$ cat config.mk
export PLATFORM = sky130hd
export DESIGN_NAME = adc_average_hysteresis
export DESIGN_NICKNAME = d
export VERILOG_FILES = /design/src/hw/rtl/aah_pkg.sv /design/src/hw/rtl/aah_front.sv /design/src/hw/rtl/aah_fifo.sv /design/src/hw/rtl/aah_back.sv /design/src/hw/rtl/adc_average_hysteresis.sv
export SDC_FILE = /design/constraint.sdc
export NUM_CORES = 1
export LEC_CHECK = 0
export CORE_MARGIN = 2
export CORE_UTILIZATION = 45
export CTS_CLUSTER_DIAMETER = 150
export DETAILED_ROUTE_END_ITERATION = 10
export DONT_BUFFER_PORTS = 1
export GPL_TIMING_DRIVEN = 1
export PLACE_DENSITY = 0.57
export SLEW_MARGIN = 30
export SYNTH_ARGS = -nofsm -noshare
export SYNTH_HDL_FRONTEND = slang
export SYNTH_HIERARCHICAL = 1
export SYNTH_SLANG_ARGS = --single-unit
$ cat constraint.sdc
create_clock -name i_clk -period 10.6 [get_ports i_clk]
set_input_delay 2.65 -clock i_clk [delete_from_list [all_inputs] [get_ports i_clk]]
set_output_delay 2.65 -clock i_clk [all_outputs]
set_load 0.01 [all_outputs]
$ cat src/hw/rtl/aah_pkg.sv
// Shared types and constants for the ADC averaging block with hysteresis.
// No dependencies; imported by every module of the block.
`timescale 1ns / 1ps

package aah_pkg;

    localparam int CH_W         = 3;   // channel tag width
    localparam int SMP_W        = 10;  // converter sample width
    localparam int SUM_W        = 15;  // burst accumulator width
    localparam int CNT_W        = 5;   // burst sample counter width
    localparam int AVG_W        = 10;  // average / held value width
    localparam int LVL_W        = 8;   // reported level width

    localparam int CHANNELS_DEF = 7;
    localparam int SPR_DEF      = 20;

    // Divide by samples-per-reading as multiply by ceil(2^DIV_SHIFT / n).
    // Exact for any 15-bit sum and any n up to 32.
    localparam int DIV_SHIFT    = 20;

    localparam int QUEUE_DEPTH  = 4;
    localparam int QPTR_W       = 2;

    localparam logic [AVG_W-1:0] WINDOW_RESET = AVG_W'(1);

    // Finished burst handed from the accumulator to the filter side
    typedef struct packed {
        logic [CH_W-1:0]  ch;
        logic [SUM_W-1:0] sum;
    } t_burst;

endpackage

$ cat src/hw/rtl/aah_front.sv
// Front end: accepts sample requests and keeps per-channel burst sums and counts.
// Pushes a finished burst into the queue. Depends on aah_pkg.
`timescale 1ns / 1ps

module aah_front import aah_pkg::*; #(
    parameter int CHANNELS            = CHANNELS_DEF,
    parameter int SAMPLES_PER_READING = SPR_DEF
) (
    input  logic             i_clk,
    input  logic             i_rst_n,
    input  logic             i_valid,
    output logic             o_stall,
    input  logic [CH_W-1:0]  i_channel,
    input  logic [SMP_W-1:0] i_sample,
    output logic             o_push,
    output t_burst           o_entry,
    input  logic             i_full
);

    localparam int CH_IW = (CHANNELS > 1) ? $clog2(CHANNELS) : 1;

    logic [SUM_W-1:0] r_sum [CHANNELS];
    logic [CNT_W-1:0] r_cnt [CHANNELS];

    logic             w_accept;
    logic             w_in_range;
    logic [CH_IW-1:0] w_idx;
    logic [SUM_W-1:0] w_sum_new;
    logic [CNT_W:0]   w_cnt_new;
    logic             w_done;

    assign w_accept   = i_valid && !i_full;
    assign w_in_range = (CH_W+2)'(i_channel) < (CH_W+2)'(CHANNELS);
    assign w_idx      = CH_IW'(i_channel);
    assign w_sum_new  = r_sum[w_idx] + SUM_W'(i_sample);   // wraps at 15 bits
    assign w_cnt_new  = {1'b0, r_cnt[w_idx]} + (CNT_W+1)'(1);
    assign w_done     = w_cnt_new >= (CNT_W+1)'(SAMPLES_PER_READING);

    always_ff @(posedge i_clk) begin
        if (!i_rst_n) begin
            for (int k = 0; k < CHANNELS; k++) begin
                r_sum[k] <= '0;
                r_cnt[k] <= '0;
            end
        end else if (w_accept && w_in_range) begin
            if (w_done) begin
                r_sum[w_idx] <= '0;
                r_cnt[w_idx] <= '0;
            end else begin
                r_sum[w_idx] <= w_sum_new;
                r_cnt[w_idx] <= w_cnt_new[CNT_W-1:0];
            end
        end
    end

    assign o_stall     = i_full;
    assign o_push      = w_accept && w_in_range && w_done;
    assign o_entry.ch  = i_channel;
    assign o_entry.sum = w_sum_new;

endmodule

$ cat src/hw/rtl/aah_fifo.sv
// Short queue of finished bursts between the accumulator and the filter side.
// Depends on aah_pkg.
`timescale 1ns / 1ps

module aah_fifo import aah_pkg::*; (
    input  logic   i_clk,
    input  logic   i_rst_n,
    input  logic   i_push,
    input  t_burst i_entry,
    output logic   o_full,
    input  logic   i_pop,
    output t_burst o_entry,
    output logic   o_empty
);

    t_burst            r_mem [QUEUE_DEPTH];
    logic [QPTR_W-1:0] r_wr_ptr;
    logic [QPTR_W-1:0] r_rd_ptr;
    logic [QPTR_W:0]   r_count;

    assign o_full  = r_count == (QPTR_W+1)'(QUEUE_DEPTH);
    assign o_empty = r_count == '0;
    assign o_entry = r_mem[r_rd_ptr];

    always_ff @(posedge i_clk) begin
        if (i_push) begin
            r_mem[r_wr_ptr] <= i_entry;
        end
    end

    always_ff @(posedge i_clk) begin
        if (!i_rst_n) begin
            r_wr_ptr <= '0;
            r_rd_ptr <= '0;
            r_count  <= '0;
        end else begin
            if (i_push) begin
                r_wr_ptr <= r_wr_ptr + QPTR_W'(1);
            end
            if (i_pop) begin
                r_rd_ptr <= r_rd_ptr + QPTR_W'(1);
            end
            case ({i_push, i_pop})
                2'b10:   r_count <= r_count + (QPTR_W+1)'(1);
                2'b01:   r_count <= r_count - (QPTR_W+1)'(1);
                default: r_count <= r_count;
            endcase
        end
    end

endmodule

$ cat src/hw/rtl/aah_back.sv
// Back end: divides a burst sum by the reading length, applies the hysteresis
// window against the held value and registers the level. Depends on aah_pkg.
`timescale 1ns / 1ps

module aah_back import aah_pkg::*; #(
    parameter int CHANNELS            = CHANNELS_DEF,
    parameter int SAMPLES_PER_READING = SPR_DEF
) (
    input  logic             i_clk,
    input  logic             i_rst_n,
    input  logic             i_empty,
    output logic             o_pop,
    input  t_burst           i_entry,
    input  logic             i_cfg_wr_en,
    input  logic [AVG_W-1:0] i_cfg_wr_data,
    output logic             o_valid,
    input  logic             i_stall,
    output logic [CH_W-1:0]  o_out_channel,
    output logic [LVL_W-1:0] o_level
);

    localparam int CH_IW   = (CHANNELS > 1) ? $clog2(CHANNELS) : 1;
    localparam int MAGIC   = ((1 << DIV_SHIFT) + SAMPLES_PER_READING - 1) / SAMPLES_PER_READING;
    localparam int MAGIC_W = DIV_SHIFT + 1;
    localparam int PROD_W  = SUM_W + MAGIC_W;

    logic [AVG_W-1:0]  r_window;
    logic [AVG_W-1:0]  r_held [CHANNELS];

    logic              r_m_valid;
    logic [CH_W-1:0]   r_m_ch;
    logic [PROD_W-1:0] r_m_prod;

    logic              r_out_valid;
    logic [CH_W-1:0]   r_out_ch;
    logic [LVL_W-1:0]  r_out_level;

    logic              w_out_adv;
    logic              w_m_load;
    logic [CH_IW-1:0]  w_m_idx;
    logic [AVG_W-1:0]  w_avg;
    logic [AVG_W-1:0]  w_held_cur;
    logic [AVG_W-1:0]  w_diff;
    logic              w_update;
    logic [AVG_W-1:0]  w_held_new;

    assign w_out_adv = !r_out_valid || !i_stall;
    assign w_m_load  = !r_m_valid || w_out_adv;
    assign o_pop     = !i_empty && w_m_load;

    // Reciprocal multiply; the quotient sits above DIV_SHIFT
    always_ff @(posedge i_clk) begin
        if (o_pop) begin
            r_m_ch   <= i_entry.ch;
            r_m_prod <= PROD_W'(i_entry.sum) * PROD_W'(MAGIC);
        end
    end

    assign w_m_idx    = CH_IW'(r_m_ch);
    assign w_avg      = r_m_prod[DIV_SHIFT +: AVG_W];
    assign w_held_cur = r_held[w_m_idx];
    assign w_diff     = (w_avg > w_held_cur) ? (w_avg - w_held_cur) : (w_held_cur - w_avg);
    assign w_update   = w_diff > r_window;
    assign w_held_new = w_update ? w_avg : w_held_cur;

    always_ff @(posedge i_clk) begin
        if (r_m_valid && w_out_adv) begin
            r_out_ch    <= r_m_ch;
            r_out_level <= w_held_new[AVG_W-1 -: LVL_W];
        end
    end

    always_ff @(posedge i_clk) begin
        if (!i_rst_n) begin
            r_window    <= WINDOW_RESET;
            r_m_valid   <= 1'b0;
            r_out_valid <= 1'b0;
            for (int k = 0; k < CHANNELS; k++) begin
                r_held[k] <= '0;
            end
        end else begin
            if (i_cfg_wr_en) begin
                r_window <= i_cfg_wr_data;
            end
            if (w_m_load) begin
                r_m_valid <= o_pop;
            end
            if (w_out_adv) begin
                r_out_valid <= r_m_valid;
            end
            // held value only moves when its result is handed on
            if (r_m_valid && w_out_adv && w_update) begin
                r_held[w_m_idx] <= w_avg;
            end
        end
    end

    assign o_valid       = r_out_valid;
    assign o_out_channel = r_out_ch;
    assign o_level       = r_out_level;

    // Pending level always matches the channel's held value
    a_level_tracks_held: assert property (@(posedge i_clk) disable iff (!i_rst_n)
        r_out_valid |-> r_out_level == r_held[CH_IW'(r_out_ch)][AVG_W-1 -: LVL_W])
        else $error("reported level differs from held value");

    // Quotient of a burst sum never exceeds the 10-bit range
    a_avg_fits: assert property (@(posedge i_clk) disable iff (!i_rst_n)
        r_m_valid |-> r_m_prod[PROD_W-1:DIV_SHIFT+AVG_W] == '0)
        else $error("average overflows 10 bits");

    // A product waiting on a stalled output is neither lost nor replaced
    a_mul_holds: assert property (@(posedge i_clk) disable iff (!i_rst_n)
        r_m_valid && !w_out_adv |=> r_m_valid && $stable(r_m_prod) && $stable(r_m_ch))
        else $error("multiply stage overwritten while blocked");

endmodule

$ cat src/hw/rtl/adc_average_hysteresis.sv
// Channel     | Direction | Signals                              | Accepted when
// sample in   | in        | i_valid, o_stall, i_channel, i_sample | i_valid && !o_stall
// level out   | out       | o_valid, i_stall, o_out_channel, o_level | o_valid && !i_stall
// config      | in        | i_cfg_wr_en, i_cfg_wr_data           | i_cfg_wr_en
//
// One sample request per cycle sustained while o_stall is low. A burst-closing sample is
// written to the queue at its accepting edge, then passes the reciprocal multiply register
// and the output register before its level shows.
// Reset (synchronous, active low) clears all per-channel sums, counts and held values
// at once; no clearing pass. o_stall rises only when the four-entry burst queue
// is full, which happens when i_stall has held the output long enough.
// Top level; depends on aah_pkg, aah_front, aah_fifo, aah_back.
`timescale 1ns / 1ps

module adc_average_hysteresis import aah_pkg::*; #(
    parameter int CHANNELS            = CHANNELS_DEF,
    parameter int SAMPLES_PER_READING = SPR_DEF
) (
    input  logic             i_clk,
    input  logic             i_rst_n,
    input  logic             i_valid,
    output logic             o_stall,
    input  logic [CH_W-1:0]  i_channel,
    input  logic [SMP_W-1:0] i_sample,
    output logic             o_valid,
    input  logic             i_stall,
    output logic [CH_W-1:0]  o_out_channel,
    output logic [LVL_W-1:0] o_level,
    input  logic             i_cfg_wr_en,
    input  logic [AVG_W-1:0] i_cfg_wr_data
);

    logic   w_push;
    logic   w_full;
    logic   w_pop;
    logic   w_empty;
    t_burst w_push_entry;
    t_burst w_pop_entry;

    aah_front #(
        .CHANNELS            (CHANNELS),
        .SAMPLES_PER_READING (SAMPLES_PER_READING)
    ) u_front (
        .i_clk     (i_clk),
        .i_rst_n   (i_rst_n),
        .i_valid   (i_valid),
        .o_stall   (o_stall),
        .i_channel (i_channel),
        .i_sample  (i_sample),
        .o_push    (w_push),
        .o_entry   (w_push_entry),
        .i_full    (w_full)
    );

    aah_fifo u_fifo (
        .i_clk   (i_clk),
        .i_rst_n (i_rst_n),
        .i_push  (w_push),
        .i_entry (w_push_entry),
        .o_full  (w_full),
        .i_pop   (w_pop),
        .o_entry (w_pop_entry),
        .o_empty (w_empty)
    );

    aah_back #(
        .CHANNELS            (CHANNELS),
        .SAMPLES_PER_READING (SAMPLES_PER_READING)
    ) u_back (
        .i_clk         (i_clk),
        .i_rst_n       (i_rst_n),
        .i_empty       (w_empty),
        .o_pop         (w_pop),
        .i_entry       (w_pop_entry),
        .i_cfg_wr_en   (i_cfg_wr_en),
        .i_cfg_wr_data (i_cfg_wr_data),
        .o_valid       (o_valid),
        .i_stall       (i_stall),
        .o_out_channel (o_out_channel),
        .o_level       (o_level)
    );

endmodule

==> reports/qor.csv, run 1 <==
stage;metric;value;unit
run_status;outcome;finished clean;
setup_path;FF-to-FF path depth;17;
final_layout;Ant. Diodes;0;
hold_path;worst min-delay path category;reg2reg;
clock_tree;# H-tree levels;2;
detailed_routing;DR WL/cell;20.5;um
detailed_routing;Pre-Repair DR Iteration Count;5;
clock_tree;clock tree sinks;360;
setup_path;critical-path maximum fanout;18;
final_layout;Layout fillers;3850;
final_layout;nets;1772;
detailed_routing;drt via density;5.40;
floorplan;die width;214;um
placement;Port Buffers;0;
placement;GP Congestion;0.883;
detailed_routing;detailed-route via count;11600;
sta;Slew Viols, Final;0;
detailed_routing;Residual DRC;0;
floorplan;Die Area;45900;um^2
setup_path;critical path data arrival time;6.83;ns
sta;Max Clk Rate;154;MHz
sta;post-route clock period utilization;61.4;%
synth;Syn Area/Cell;13.2;um^2
setup_path;worst path required time;10.92;ns
sta;total negative slack;0;ns
sta;clock skew;0.0339;ns
sta;Worst-Margin Slew;0.963;ns
clock_tree;Post-CTS Resized;0;
synth;synth warn;6;
sta;minimum clock period after layout;6.51;ns
sta;Final Hold Viols;0;
placement;placed cells;2076;
clock_tree;Post-CTS Setup Bufs;0;
placement;dpl hpwl;29800;um
detailed_routing;DRT Wirelength;44100;um
synth;Synth area leaders;edfxtp_1 46%, ha_1 9.7%, mux4_2 7.9%, fa_1 6.3%, dfxtp_1 5.4%;
synth;Cells after Synth;1502;
final_layout;Area Growth Syn to Fin;10.4;%
clock_tree;clock insertion delay at the later pin of the skew report;0.57;ns
detailed_routing;Iteration-0 DRC Markers;878;
synth;asr flop ratio synth;0;%
global_routing;Global Route Usage Sum;19.5;%
synth;top cell type's share of synthesized area;46.2;%
global_routing;antenna violations before repair;0;
global_routing;vias in the first global route;12100;
synth;most frequent cells after synthesis;306 x edfxtp_1, 165 x nor2_1, 154 x ha_1;
clock_tree;Num CTS Buffers;40;
floorplan;Initial Util;45.3;%
setup_path;CP Cell Sequence;mux4_1 > ha_1 > fa_1 > inv_1 > fa_1 > inv_1 > fa_1 > fa_1 > fa_1 > ha_1 > nand3_1 > nor4b_2 > o311ai_1 > a31o_2 > a211oi_1 > nor3_1 > xnor2_1;
setup_path;CP max-delay cell;dfxtp_1;
synth;Post-Synthesis Cell Area;19900;um^2
setup_path;CP Capture Type;flop;
setup_path;Worst Setup Start Kind;flop;
clock_tree;CTS tree;done;
setup_path;CP most frequent cell;fa_1;
sta;Slew HR;35.6;%
clock_tree;# hold bufs at CTS;0;
synth;EDFF count, synth;306;
synth;register area share after synthesis;51.6;%
floorplan;row cnt;77;
detailed_routing;Post-DRT Antenna Nets;0;
sta;Setup Viol. Count Final;0;
job;count of max-cap constraint violations;0;
final_layout;non-filler instance count after layout;2151;
clock_tree;clk slew on worst S/H paths;0.06;ns
clock_tree;clock root cell;clkbuf_16;
synth;Distinct cells, synth;76;
sta;RSZ-0062 raised after global routing;false;
floorplan;Core Box Area;43900;um^2
global_routing;total gr overflow;0;
synth;Yosys reg bits;360;
setup_path;slowest stage delay, CP;0.88;ns
global_routing;largest net degree at the start of global routing;57;
clock_tree;Max clock buf depth;3;
floorplan;IO Count;41;
synth;count leader, synth;edfxtp_1;
synth;most common flop cell mapped by yosys;edfxtp_1;
global_routing;first-pass GRT wire length;69200;um
hold_path;hold path depth;2;
floorplan;die height;214;um
setup_path;crit path kind;reg2reg;
final_layout;fraction of layout cells with a size suffix above 1;14.0;%
synth;area leader, netlist;edfxtp_1;
[worst max-delay path, delay by kind of cell (launching register included)]
family | cells | cell delay, ns
compound gates | 3 | 0.87
mux | 1 | 0.53
flops | 1 | 0.88
simple gates | 3 | 0.50
buf+inv | 2 | 0.14
xor+xnor | 1 | 0.13
fa+ha+maj | 7 | 3.22
[per-layer routing]
metal | part of all wire [%] | global-route usage [%] | vias to the layer above
met4 | 1.4 | 4.47 | 0
met5 | 0 | 0 | -
li1 | - | - | 5465
met1 | 45 | 26.4 | 5829
met3 | 4.9 | 3.36 | 49
met2 | 49 | 33.0 | 262
[cell type report]
type	count	area, um^2	area share, %
tap	592	741	3.37
timing repair buffer	24	195	0.889
clock buffer	55	1150	5.24
multi-input combinational	948	8840	40.3
inverter	153	574	2.62
clock inverter	19	188	0.855
sequential	360	10300	46.8
[metrics by stage]
stage                     utilization (%)  area (um^2)  setup WS [ns]  hold slack (ns)
after floorplan                         -        20000           3.91            0.420
after global placement               46.8        20600           4.08            0.434
after detailed placement             46.9        20600           3.97            0.440
after CTS                            49.9        21900           4.00            0.450
after global routing                 50.0        22000           3.72            0.466
final                                50.0        22000           4.09            0.448
[kinds of logic (layout without fill, tap and decap cells)]
family / after synthesis / count (layout) / share of synthesized area (%)
other: 1 / 20 / 0.0189
XOR/XNOR: 39 / 39 / 1.72
AND/OR/NAND/NOR: 387 / 387 / 9.07
buffers and inverters: 213 / 251 / 4.49
flip-flops: 360 / 360 / 51.6
multiplexers: 133 / 133 / 12.0
adder cells (fa/ha/maj): 217 / 217 / 16.0
AO/OA/AOI/OAI: 152 / 152 / 5.04
[worst paths after layout]
check,endpoint,slack (ns),start
setup / recovery,u_back/r_m_prod[29]$_DFFE_PP_,4.09,flop
hold / removal,u_front/r_sum[6][3]$_SDFFE_PN0P_,0.45,u_front/r_sum[6][3]$_SDFFE_PN0P_
setup reg to reg,u_back/r_m_prod[29]$_DFFE_PP_,4.09,flop
hold reg to reg,u_front/r_sum[6][3]$_SDFFE_PN0P_,0.45,u_front/r_sum[6][3]$_SDFFE_PN0P_
[flip-flops by register name, indices dropped and copies added (netlist names), named ones only]
register,flops
u_back/o_level,8
u_back/o_out_channel,3
u_back/o_valid,1
u_back/r_held,80
u_back/r_m_ch,3
u_back/r_m_prod,10
u_back/r_m_valid,1
u_back/r_window,10
u_fifo/r_count,3
u_fifo/r_mem,72
u_fifo/r_rd_ptr,2
u_fifo/r_wr_ptr,2
u_front/r_cnt,40
u_front/r_sum,120
[layout by cell type (no fill, tap or decap), drive strengths merged, types with 4 or more instances in the layout]
master / count
edfxtp: 306
nor2: 165
ha: 154
inv: 153
mux4: 78
nand2: 71
fa: 63
clkbuf: 55
dfxtp: 54
nor3: 49
o21ai: 44
a21oi: 42
mux2i: 32
buf: 24
xnor2: 23
mux2: 23
nor2b: 22
conb: 20
nand3: 20
xor2: 16
and2: 16
clkinv: 14
a22o: 9
nand4: 9
a21o: 9
or2: 8
o21bai: 8
a211oi: 8
a31oi: 5
and4: 4
o211ai: 4
and3: 4
a21boi: 4
Power of run 1 is not shown: default switching activity piles up to over one toggle a cycle in this logic, so the estimate is an artifact.
==> run 2, diff against run 1 <==
Settings changed: PLACE_DENSITY 0.57 to 0.59.
Clock period 10.6 ns to 5.95 ns, I/O delays scaled along.
==> run 2 against run 1 <==
The flow now finishes with violations (setup timing). First-iteration DRC count decreased by 19%. Core utilization rose by 2.0 points. Clock-buffer cell count grew 2. Critical path depth is 2 higher. Global-route usage shrank 0.24 points. Wire length down 0.28%. Flip-flop and latch count did not move. Sequential share of layout area down 1.8 points. Clock skew shrank 0.0034 ns. Cell count increased by 3.2%. Design area is 3.9% higher. Critical endpoint is now u_back/r_m_prod[28]$_DFFE_PP_. Highest routed layer unchanged.
==> reports/qor.csv, run 2 (synthesized netlist as in run 1, its figures left out) <==
stage;metric;value;unit;change
run_status;outcome;complete, but fails checks;;
run_status;violated checks;setup timing;;
final_layout;most frequent cells in the layout;306 x edfxtp_1, 164 x nor2_1, 147 x inv_1, 144 x ha_1, 84 x buf_4;;
setup_path;crit path kind;reg2reg;;
floorplan;IO Count;41;;unchanged
clock_tree;clk slew on worst S/H paths;0.06;ns;about the same
final_layout;Final Util;51.9;%;+2.0 points
final_layout;Area Growth Syn to Fin;14.7;%;
global_routing;first-pass GRT wire length;68900;um;-0.41%
floorplan;row cnt;77;;unchanged
final_layout;Ant. Diodes;0;;unchanged
sta;Slew Viols, Final;0;;unchanged
placement;Port Buffers;0;;unchanged
setup_path;critical path data arrival time;6.34;ns;-0.49 ns
detailed_routing;Post-DRT Antenna Nets;0;;unchanged
final_layout;Largest register FFs;120;;unchanged
clock_tree;Num CTS Buffers;41;;+2.5%
sta;post-route clock period utilization;100;%;+39 points
setup_path;cell family with most CP delay;adder cells;;
sta;fin worst setup slack;-0.0107;ns;-4.10 ns
floorplan;Initial Util;45.3;%;unchanged
clock_tree;CTS tree;done;;
sta;minimum clock period after layout;5.96;ns;-0.552 ns
placement;GP Congestion;0.862;;-2.4%
setup_path;CP Cell Sequence;buf_12 > buf_8 > mux4_2 > ha_4 > fa_2 > inv_2 > fa_1 > inv_1 > fa_1 > fa_2 > fa_1 > ha_4 > nand3_4 > nor4b_4 > o311ai_4 > a31o_4 > a211oi_2 > o21ai_1 > a211oi_1;;
setup_path;Worst Setup Start Kind;flop;;
global_routing;total gr overflow;0;;unchanged
sta;clock skew;0.0305;ns;-0.00343 ns
global_routing;vias in the first global route;12600;;+4.8%
setup_path;CP max-delay cell;mux4_2;;
detailed_routing;Pre-Repair DR Iteration Count;5;;unchanged
final_layout;largest registers;u_front/r_sum: 120 flops, u_back/r_held: 80 flops, u_fifo/r_mem: 72 flops;;
final_layout;nets;1839;;+3.8%
setup_path;CP most frequent cell;fa_1;;
final_layout;Layout fillers;3764;;-2.2%
placement;pre-CTS WS;-0.166;ns;-4.14 ns
global_routing;Global Route Usage Sum;19.3;%;-0.24 points
detailed_routing;DR WL/cell;19.8;um;-3.3%
floorplan;die height;214;um;unchanged
sta;Max Clk Rate;168;MHz;+9.3%
clock_tree;# H-tree levels;2;;unchanged
setup_path;CP Capture Type;flop;;
job;count of max-cap constraint violations;0;;unchanged
setup_path;critical-path maximum fanout;6;;-12
floorplan;Core Box Area;43900;um^2;unchanged
global_routing;largest net degree at the start of global routing;57;;unchanged
sta;Min Hold Slack;0.448;ns;-0.0000760 ns
setup_path;Buffers & Inverters on Critical Path;4;;+2
sta;RSZ-0062 raised after global routing;true;;
detailed_routing;detailed-route via count;12000;;+3.6%
setup_path;slowest stage delay, CP;0.58;ns;-0.30 ns
detailed_routing;Residual DRC;0;;unchanged
floorplan;Die Area;45900;um^2;unchanged
clock_tree;Max clock buf depth;3;;unchanged
detailed_routing;Iteration-0 DRC Markers;707;;-19%
final_layout;fraction of layout cells with a size suffix above 1;19.5;%;+5.5 points
sta;total negative slack;-0.0107;ns;-0.0107 ns
placement;dpl hpwl;30600;um;+2.7%
hold_path;Hold Startpoint;u_front/r_cnt[6][2]$_SDFFE_PN0P_;;
clock_tree;clock insertion delay at the later pin of the skew report;0.58;ns;about the same
hold_path;worst min-delay path category;reg2reg;;
clock_tree;clock root cell;clkbuf_16;;
setup_path;worst path required time;6.33;ns;-4.59 ns
sta;Final Hold Viols;0;;unchanged
global_routing;antenna violations before repair;0;;unchanged
detailed_routing;drt via density;5.42;;+0.45%
final_layout;Reg with most FFs;u_front/r_sum;;
sta;Setup Viol. Count Final;1;;+1
clock_tree;clock tree sinks;360;;unchanged
detailed_routing;DRT Wirelength;44000;um;-0.28%
final_layout;commonest non-fill, non-tap cell in the layout;edfxtp_1;;
floorplan;die width;214;um;unchanged
sta;Worst-Margin Slew;0.956;ns;-0.00714 ns
sta;Slew HR;36.1;%;+0.48 points
run 2: worst paths after layout:
| kind | to | slack (ns) | depth (start not counted) |
|---|---|---|---|
| setup reg to reg | u_back/r_m_prod[28]$_DFFE_PP_ | -0.01 | 19 |
| setup / recovery | u_back/r_m_prod[28]$_DFFE_PP_ | -0.01 | 19 |
| hold reg to reg | u_front/r_cnt[6][2]$_SDFFE_PN0P_ | 0.45 | 2 |
| hold / removal | u_front/r_cnt[6][2]$_SDFFE_PN0P_ | 0.45 | 2 |
run 2: metrics by stage:
| stage | cells | instance area [um^2] |
|---|---|---|
| after floorplan | 1521 | 20000 |
| after global placement | 2133 | 21000 |
| after detailed placement | 2133 | 21000 |
| after CTS | 2209 | 22500 |
| after global routing | 2219 | 22800 |
| final | 2219 | 22800 |
run 2: layout make-up:
| type | count | area [um^2] | area share [%] |
|---|---|---|---|
| sequential | 360 | 10300 | 45.0 |
| clock inverter | 19 | 283 | 1.24 |
| clock buffer | 57 | 1190 | 5.20 |
| timing repair buffer | 90 | 728 | 3.19 |
| inverter | 153 | 574 | 2.52 |
| tap | 592 | 741 | 3.25 |
| multi-input combinational | 948 | 9040 | 39.6 |
run 2: routing by layer:
metal / wire length [um] / track usage [%] / part of all wire, % / vias to the layer above
met4: 954 / 5.07 / 2.2 / 0
met1: 18300 / 24.1 / 42 / 6049
met2: 22600 / 34.8 / 51 / 298
met5: 0 / 0 / 0 / -
li1: - / - / - / 5603
met3: 2150 / 2.87 / 4.9 / 76
run 2: worst register-to-register path: cells and delay by family (launching register included):
family          cells  cell delay (ns)
fa+ha+maj           7             3.04
flops               1             0.35
compound gates      5             1.06
simple gates        2             0.39
buf+inv             4             0.35
mux                 1             0.58
run 2: timing repair:
| action | in CTS | in global routing |
|---|---|---|
| pin swaps | 9 | 30 |
| setup buffers | 0 | 10 |
| gates resized for setup | 12 | 37 |
| endpoints found under the setup margin | 7 | 53 |
| hold buffers | 0 | 0 |
Power of run 2 is left out for the same reason.
